--- config.mk ---
export PLATFORM = sky130hd
export DESIGN_NAME = lswc_iter
export DESIGN_NICKNAME = d
export VERILOG_FILES = /design/src/rtl/core/lswc_pkg.sv /design/src/rtl/core/lswc_iter.sv
export SDC_FILE = /design/constraint.sdc
export NUM_CORES = 2
export LEC_CHECK = 0
export BUFFER_PORTS_ARGS = -buffer_cell sky130_fd_sc_hd__buf_2
export CORE_ASPECT_RATIO = 0.75
export CORE_MARGIN = 3
export CORE_UTILIZATION = 30
export CTS_BUF_LIST = sky130_fd_sc_hd__clkbuf_8
export DETAILED_ROUTE_END_ITERATION = 8
export PLACE_DENSITY_LB_ADDON = 0.05
export SYNTH_ARGS = -nofsm -noshare
export SYNTH_HDL_FRONTEND = slang
export SYNTH_SLANG_ARGS = --single-unit
--- constraint.sdc ---
create_clock -name clk -period 6.6 [get_ports clk]
set_input_delay 1.32 -clock clk [delete_from_list [all_inputs] [get_ports clk]]
set_output_delay 1.32 -clock clk [all_outputs]
set_load 0.01 [all_outputs]
--- src/rtl/core/lswc_pkg.sv ---
`default_nettype none
package lswc_pkg;

  // Coordinate and arithmetic widths.
  localparam int CW = 16;
  localparam int DW = CW + 1;
  localparam int PW = 2 * DW;
  localparam int ITERS = 8;
  localparam int IDX_W = 3;

  typedef logic signed [CW-1:0] coord_t;
  typedef logic signed [DW-1:0] diff_t;
  typedef logic [DW-1:0] mag_t;
  typedef logic [3:0] ocode_t;
  typedef logic [IDX_W-1:0] cfg_idx_t;

  localparam ocode_t OC_LEFT  = 4'b0001;
  localparam ocode_t OC_RIGHT = 4'b0010;
  localparam ocode_t OC_BELOW = 4'b0100;
  localparam ocode_t OC_ABOVE = 4'b1000;

  localparam cfg_idx_t REG_LEFT   = 3'd0;
  localparam cfg_idx_t REG_RIGHT  = 3'd1;
  localparam cfg_idx_t REG_BOTTOM = 3'd2;
  localparam cfg_idx_t REG_TOP    = 3'd3;

  typedef struct packed {
    coord_t left;
    coord_t right;
    coord_t bottom;
    coord_t top;
  } win_t;

  // One segment as it travels down the pipeline.
  typedef struct packed {
    logic   valid;
    logic   done;
    logic   accept;
    coord_t x0;
    coord_t y0;
    coord_t x1;
    coord_t y1;
  } seg_t;

  // Pending endpoint move of one pass.
  typedef struct packed {
    logic   move_end;
    logic   vert;
    coord_t edge_v;
    coord_t base;
    logic   neg;
  } move_t;

  function automatic ocode_t outcode(coord_t x, coord_t y, win_t w);
    ocode_t c;
    c = '0;
    if (x < w.left)   c = c | OC_LEFT;
    if (x > w.right)  c = c | OC_RIGHT;
    if (y < w.bottom) c = c | OC_BELOW;
    if (y > w.top)    c = c | OC_ABOVE;
    return c;
  endfunction

  function automatic diff_t sdiff(coord_t a, coord_t b);
    diff_t r;
    r = $signed({a[CW-1], a}) - $signed({b[CW-1], b});
    return r;
  endfunction

  function automatic mag_t dmag(diff_t v);
    mag_t m;
    m = v[DW-1] ? mag_t'(-v) : mag_t'(v);
    return m;
  endfunction

endpackage
`default_nettype wire

--- src/rtl/core/lswc_iter.sv ---
`default_nettype none
module lswc_iter import lswc_pkg::*; (
  input  wire  clk,
  input  wire  rst_n,
  input  win_t win,
  input  seg_t seg_i,
  output seg_t seg_o
);

  ocode_t c0, c1, csel;
  diff_t  num, off, den;
  seg_t   seg_a_nxt;
  move_t  mv_a_nxt;

  seg_t  seg_a_r, seg_m_r, seg_o_r;
  move_t mv_a_r, mv_m_r;
  mag_t  mn_a_r, mo_a_r, md_a_r, md_m_r;
  logic [PW-1:0] prod_r;

  // Outcodes, trivial accept/reject and choice of the clipping edge.
  always_comb begin
    c0 = outcode(seg_i.x0, seg_i.y0, win);
    c1 = outcode(seg_i.x1, seg_i.y1, win);
    csel = (c0 != '0) ? c0 : c1;
    seg_a_nxt = seg_i;
    mv_a_nxt.move_end = (c0 == '0);
    if ((csel & OC_LEFT) != '0) begin
      mv_a_nxt.vert = 1'b1;
      mv_a_nxt.edge_v = win.left;
      mv_a_nxt.base = seg_i.y0;
      num = sdiff(seg_i.y1, seg_i.y0);
      off = sdiff(win.left, seg_i.x0);
      den = sdiff(seg_i.x1, seg_i.x0);
    end else if ((csel & OC_RIGHT) != '0) begin
      mv_a_nxt.vert = 1'b1;
      mv_a_nxt.edge_v = win.right;
      mv_a_nxt.base = seg_i.y0;
      num = sdiff(seg_i.y1, seg_i.y0);
      off = sdiff(win.right, seg_i.x0);
      den = sdiff(seg_i.x1, seg_i.x0);
    end else if ((csel & OC_BELOW) != '0) begin
      mv_a_nxt.vert = 1'b0;
      mv_a_nxt.edge_v = win.bottom;
      mv_a_nxt.base = seg_i.x0;
      num = sdiff(seg_i.x1, seg_i.x0);
      off = sdiff(win.bottom, seg_i.y0);
      den = sdiff(seg_i.y1, seg_i.y0);
    end else begin
      mv_a_nxt.vert = 1'b0;
      mv_a_nxt.edge_v = win.top;
      mv_a_nxt.base = seg_i.x0;
      num = sdiff(seg_i.x1, seg_i.x0);
      off = sdiff(win.top, seg_i.y0);
      den = sdiff(seg_i.y1, seg_i.y0);
    end
    mv_a_nxt.neg = (num[DW-1] ^ off[DW-1]) ^ den[DW-1];
    if (!seg_i.done) begin
      if ((c0 | c1) == '0) begin
        seg_a_nxt.done = 1'b1;
        seg_a_nxt.accept = 1'b1;
      end else if ((c0 & c1) != '0) begin
        seg_a_nxt.done = 1'b1;
        seg_a_nxt.accept = 1'b0;
      end
    end
  end

  // Setup stage.
  always_ff @(posedge clk) begin
    if (!rst_n) begin
      seg_a_r.valid <= 1'b0;
    end else begin
      seg_a_r <= seg_a_nxt;
    end
    mv_a_r <= mv_a_nxt;
    mn_a_r <= dmag(num);
    mo_a_r <= dmag(off);
    md_a_r <= dmag(den);
  end

  // Multiply stage.
  always_ff @(posedge clk) begin
    if (!rst_n) begin
      seg_m_r.valid <= 1'b0;
    end else begin
      seg_m_r <= seg_a_r;
    end
    mv_m_r <= mv_a_r;
    md_m_r <= md_a_r;
    prod_r <= PW'(mn_a_r) * PW'(mo_a_r);
  end

  // Restoring divider, one quotient bit per stage. The product stays
  // below the divisor times two to the DW, so the high half starts as remainder.
  seg_t          seg_d [0:DW];
  move_t         mv_d  [0:DW];
  mag_t          den_d [0:DW];
  mag_t          rem_d [0:DW];
  mag_t          lo_d  [0:DW];
  mag_t          quo_d [0:DW];

  assign seg_d[0] = seg_m_r;
  assign mv_d[0]  = mv_m_r;
  assign den_d[0] = md_m_r;
  assign rem_d[0] = prod_r[PW-1:DW];
  assign lo_d[0]  = prod_r[DW-1:0];
  assign quo_d[0] = '0;

  for (genvar k = 0; k < DW; k++) begin : g_div
    logic [DW:0] trial;
    logic        ge;
    assign trial = {rem_d[k], lo_d[k][DW-1]};
    assign ge = (trial >= {1'b0, den_d[k]});
    always_ff @(posedge clk) begin
      if (!rst_n) begin
        seg_d[k+1].valid <= 1'b0;
      end else begin
        seg_d[k+1] <= seg_d[k];
      end
      mv_d[k+1]  <= mv_d[k];
      den_d[k+1] <= den_d[k];
      rem_d[k+1] <= ge ? DW'(trial - {1'b0, den_d[k]}) : trial[DW-1:0];
      lo_d[k+1]  <= {lo_d[k][DW-2:0], 1'b0};
      quo_d[k+1] <= {quo_d[k][DW-2:0], ge};
    end
  end

  // Update stage: move the chosen endpoint onto the edge.
  seg_t  seg_o_nxt;
  diff_t icoord;
  coord_t ncoord;

  always_comb begin
    icoord = mv_d[DW].neg ? ($signed({mv_d[DW].base[CW-1], mv_d[DW].base})
                             - $signed(quo_d[DW]))
                          : ($signed({mv_d[DW].base[CW-1], mv_d[DW].base})
                             + $signed(quo_d[DW]));
    ncoord = icoord[CW-1:0];
    seg_o_nxt = seg_d[DW];
    if (!seg_d[DW].done) begin
      if (mv_d[DW].move_end) begin
        seg_o_nxt.x1 = mv_d[DW].vert ? mv_d[DW].edge_v : ncoord;
        seg_o_nxt.y1 = mv_d[DW].vert ? ncoord : mv_d[DW].edge_v;
      end else begin
        seg_o_nxt.x0 = mv_d[DW].vert ? mv_d[DW].edge_v : ncoord;
        seg_o_nxt.y0 = mv_d[DW].vert ? ncoord : mv_d[DW].edge_v;
      end
    end
  end

  always_ff @(posedge clk) begin
    if (!rst_n) begin
      seg_o_r.valid <= 1'b0;
    end else begin
      seg_o_r <= seg_o_nxt;
    end
  end

  assign seg_o = seg_o_r;

endmodule
`default_nettype wire

# Word-level counts from Yosys, hierarchy flattened

Cells that the tools add are included.

Multiplexer cells: 47
$add $sub $neg: 27
Bitwise logic cells: 4
$lt $le $gt $ge: 25
Multipliers: 1
Reduce and logical (&&, ||, !) cells: 6

Operators with widths:

| cell                           | number |
|---|---|
| 2-to-1 mux 17 bit              | 23 |
| >= comparator 18 x 17 -> 1 bit | 17 |
| subtractor 17 bit              | 16 |
| 2-to-1 mux 32 bit              | 5 |
| subtractor 16 x 16 -> 17 bit   | 6 |
| 2-to-1 mux 16 bit              | 6 |
| > comparator 16 bit            | 4 |
| less-than comparator 16 bit    | 4 |
| 2-to-1 mux 64 bit              | 1 |
| negation 17 bit                | 3 |
| multiplier 17 x 17 -> 34 bit   | 1 |
| adder 16 bit                   | 1 |
| subtractor 16 bit              | 1 |
| 2-to-1 mux 3 bit               | 3 |
| zero test 4 bit                | 2 |
| 2-to-1 mux 4 bit               | 2 |
| nonzero test 4 bit             | 2 |
| 2-to-1 mux 2 bit               | 3 |
| bitwise AND 4 bit              | 1 |
| 2-to-1 mux 1 bit               | 4 |
| OR 4 bit                       | 1 |
| OR reduction 2 bit             | 2 |
| XOR 1 bit                      | 2 |

Input bits: 133
Flip-flop bits (word level): 2,923
Logic and storage cells: 417
Output and inout port bits: 67

# Longest topological paths before layout

Depth in word-level cells: 12
Gate-level depth with buffers: 27
Depth with buffers taken out: 25

# Worst setup path after synthesis

OpenSTA, ideal clock, no wires.

Path kind: register to register
Start point: register mo_a_r[10]
End point: register prod_r[33] (netlist name)
Arrival time: 6.145 ns
Setup time: 0.072 ns
Clock period less this slack: 6.217 ns
Buffers on the path: 2
Path slack: 0.383 ns
Stages on the path, launching flop included: 24
Cells stage by stage: dfxtp_1 > clkbuf_1 > clkbuf_1 > nand2_1 > fa_1 > inv_1 > fa_1 > fa_1 > fa_1 > fa_1 > inv_1 > fa_1 > inv_1 > ha_1 > a2111oi_0 > nand2_1 > o21ai_0 > a21oi_1 > a41o_1 > o211ai_1 > a31oi_1 > o21a_1 > nor2_1 > xnor2_1

Word-level cells in the longest chain between the ends: 1

Ends and longest elaborated chain:

| element                      | line            | text |
|---|---|---|
| start, declared              | lswc_iter.sv:17 | `mag_t mn_a_r, mo_a_r, md_a_r, md_m_r;` |
| start signal, assigned       | lswc_iter.sv:77 | `mo_a_r <= dmag(off);` |
| multiplier 17 x 17 -> 34 bit | lswc_iter.sv:90 | `prod_r <= PW'(mn_a_r) * PW'(mo_a_r);` |

Every way passes these cells.
A chain may end at the register's enable or synchronous reset.

# Worst setup path after layout

Start point: register mo_a_r[12]
End point: register prod_r[33] (netlist name)

Word-level cells in the longest chain between the ends: 1

Ends and longest elaborated chain:

| element                      | line |
|---|---|
| multiplier 17 x 17 -> 34 bit | lswc_iter.sv:90 |

Every way passes these cells.

==> reports/results.txt <==
root buffer cell = clkbuf_8
CP endpoint kind = flop
count of hold-fix buffers inserted at cts = 0
mean post-synth cell area = 13.4 um^2
Mapped Nets = 8980
Clock Skews = 0.0934 ns
crit-path cells = and2_1, fa_1, inv_1, fa_1, inv_1, fa_1, fa_1, fa_1, inv_1, fa_1, inv_1, ha_1, a2111oi_2, buf_4, nand2_1, o21ai_0, a21oi_1, a41o_1, o211ai_1, a31oi_1, o21a_1, nor2_2, xnor2_1
sequential share of the synthesized area = 0.667
Max-cap violations = 0
GP Congestion = 0.876
final hold vios = 0
final setup violation count = 0
Die Span Y = 525 um
Final Routed Wirelength = 279000 um
final worst-path cycle share = 0.949
Layout area overhead = 15.8%
Max Root-Sink Buffers = 4
total core area = 0.355 mm^2
status = finished, final reports clean
Synth area leader = edfxtp_1
critical path class = reg2reg
level count of the clock H-tree = 5
vias in the first global route = 60766
count of different cell masters after synthesis = 95
Starting DRT DRC Count = 4198
fin crit period = 6.27 ns
vias post-DR = 59669
Hold Path Class = reg2reg
fraction of registers with async set/reset = 0
CTS tree = built
Yosys reg bits = 2923
CTS buffer count = 457
DP Worst Slack = -0.0598 ns
max_slew headroom = 0.164
ratio of cells with drive above 1 in the final layout = 0.130
Area contributors post-synth = edfxtp_1, dfxtp_1, ha_1
FF/Latch Area = 0.0717 mm^2
Reg clk slew, reported paths = 0.06 ns
RSZ-0062 raised after global routing = no
CP top delay family = adder cells
Fillers = 34808
Via density = 4.30
first-pass GRT wire length = 413000 um
Congestion Overflow GR = 0
WP buf/inv = 5
CP max stage cell = fa_1
row cnt = 189
I/O pin count = 200
largest net degree at the start of global routing = 134
Slowest Stage Delay on Critical Path = 0.55 ns
total track usage = 0.150
worst skew pair latency = 1.10 ns
Final nets = 9677
setup_tns = 0 ns
commonest cells after routing, fill and taps aside = dfxtp_1, edfxtp_1, inv_1
postcts setup bufs = 0
warning count from the yosys run = 0
Max Slew Vio Count = 0
Core Util, Final = 0.351
data required time at the worst endpoint = 7.58 ns
starting density of the core = 0.303
IO Port Bufs = 199
hpwl dp = 211000 um
ANT nets after route = 0
Max Fclk = 160 MHz
Post-Synthesis Cells = 8026
multi-input combinational cell area = 0.0322 mm^2
Primary FF master, synth = dfxtp_1
most common library cell in the layout ignoring fill and taps = dfxtp_1
clock sinks = 2923
Post-Syn Area = 0.108 mm^2
die span in x = 698 um
Post-synth EDFFs = 1320
Die ar. = 0.366 mm^2
1st-pass router iterations = 6
critical path fanouts, max = 11
post-synth top area share = 0.368
Worst Setup Start Kind = flop
crit path DAT = 7.25 ns
worst slew pin tran = 1.25 ns
DRC = 0
CP dominant cell by count = fa_1
initial antenna violation count = 58
drt wl/cell = 20.1 um
Setup WS post-layout = 0.335 ns
CTS-repair resized insts = 0
Worst Hold Margin = 0.253 ns
per-layer routing:
metal	global-route usage	share of wire	up-vias
met1	0.241	0.54	28698
li1	-	-	29209
met2	0.207	0.39	1340
met5	0	0.00013	-
met3	0.0239	0.047	416
met4	0.0343	0.019	6
flip-flops by register name, summed over array words and instances (netlist names):
signal       flops
den_d          272
g_div.trial    288
lo_d           120
md_a_r          17
md_m_r          17
mn_a_r          17
mo_a_r          17
mv_a_r          35
mv_d           630
prod_r          34
quo_d          136
seg_a_r         67
seg_d         1206
seg_o           67
stage by stage:
stage | instances | cell area (um^2)
after floorplan | 8026 | 108000
after global placement | 13039 | 116000
after detailed placement | 13039 | 116000
after CTS | 13879 | 125000
after global routing | 13880 | 125000
final | 13889 | 125000
kinds of logic after synthesis:
logic type	share of synthesized area
AOI/OAI and AO/OA	0.0686
and+or+nand+nor	0.0687
muxes	0.0221
adders and majority gates	0.113
DFF	0.667
xor gates and xnor gates	0.0265
buffers and inverters	0.0348
synth_stat cells (10+ instances only):
library cell / count
and3_1: 21
o21bai_1: 17
mux2_2: 133
nand4_1: 75
nor2b_1: 61
buf_2: 10
a311oi_1: 10
a211oi_1: 41
ha_1: 574
clkbuf_1: 99
nor4_1: 26
or3_1: 21
o21a_1: 60
xnor2_1: 214
nor2_1: 368
a21o_1: 80
dfxtp_1: 1603
nor3_1: 70
fa_1: 247
o31ai_1: 55
xor2_1: 112
nand3_1: 71
inv_1: 856
buf_1: 11
edfxtp_1: 1320
and2_1: 174
nand2b_1: 40
o21ai_0: 383
o2111ai_1: 16
a21boi_0: 81
nand2_1: 593
a31oi_1: 27
a21oi_1: 281
a211o_1: 10
o211ai_1: 12
o41ai_1: 16
a2111oi_0: 11
mux2i_1: 86
worst paths after layout:
kind         cells after the start  slack, ns                 end               start
max reg2reg                     23       0.33  prod_r[33]$_DFF_P_  mo_a_r[12]$_DFF_P_
min                              0       0.25   mv_d[627]$_DFF_P_  mv_a_r[32]$_DFF_P_
max                             23       0.33  prod_r[33]$_DFF_P_  mo_a_r[12]$_DFF_P_
min reg2reg                      0       0.25   mv_d[627]$_DFF_P_  mv_a_r[32]$_DFF_P_
cell type report:
| cell class | count | area share |
|---|---|---|
| tap | 4775 | 0.0480 |
| clock buffer | 539 | 0.0595 |
| timing repair buffer | 364 | 0.0193 |
| clock inverter | 301 | 0.0128 |
| sequential | 2923 | 0.576 |
| inverter | 862 | 0.0260 |
| antenna | 10 | 0.000201 |
| multi-input combinational | 4115 | 0.258 |
Power is left out: the tool's default activity adds up to more than one toggle a clock period on the data nets, which glitch-free logic cannot reach.
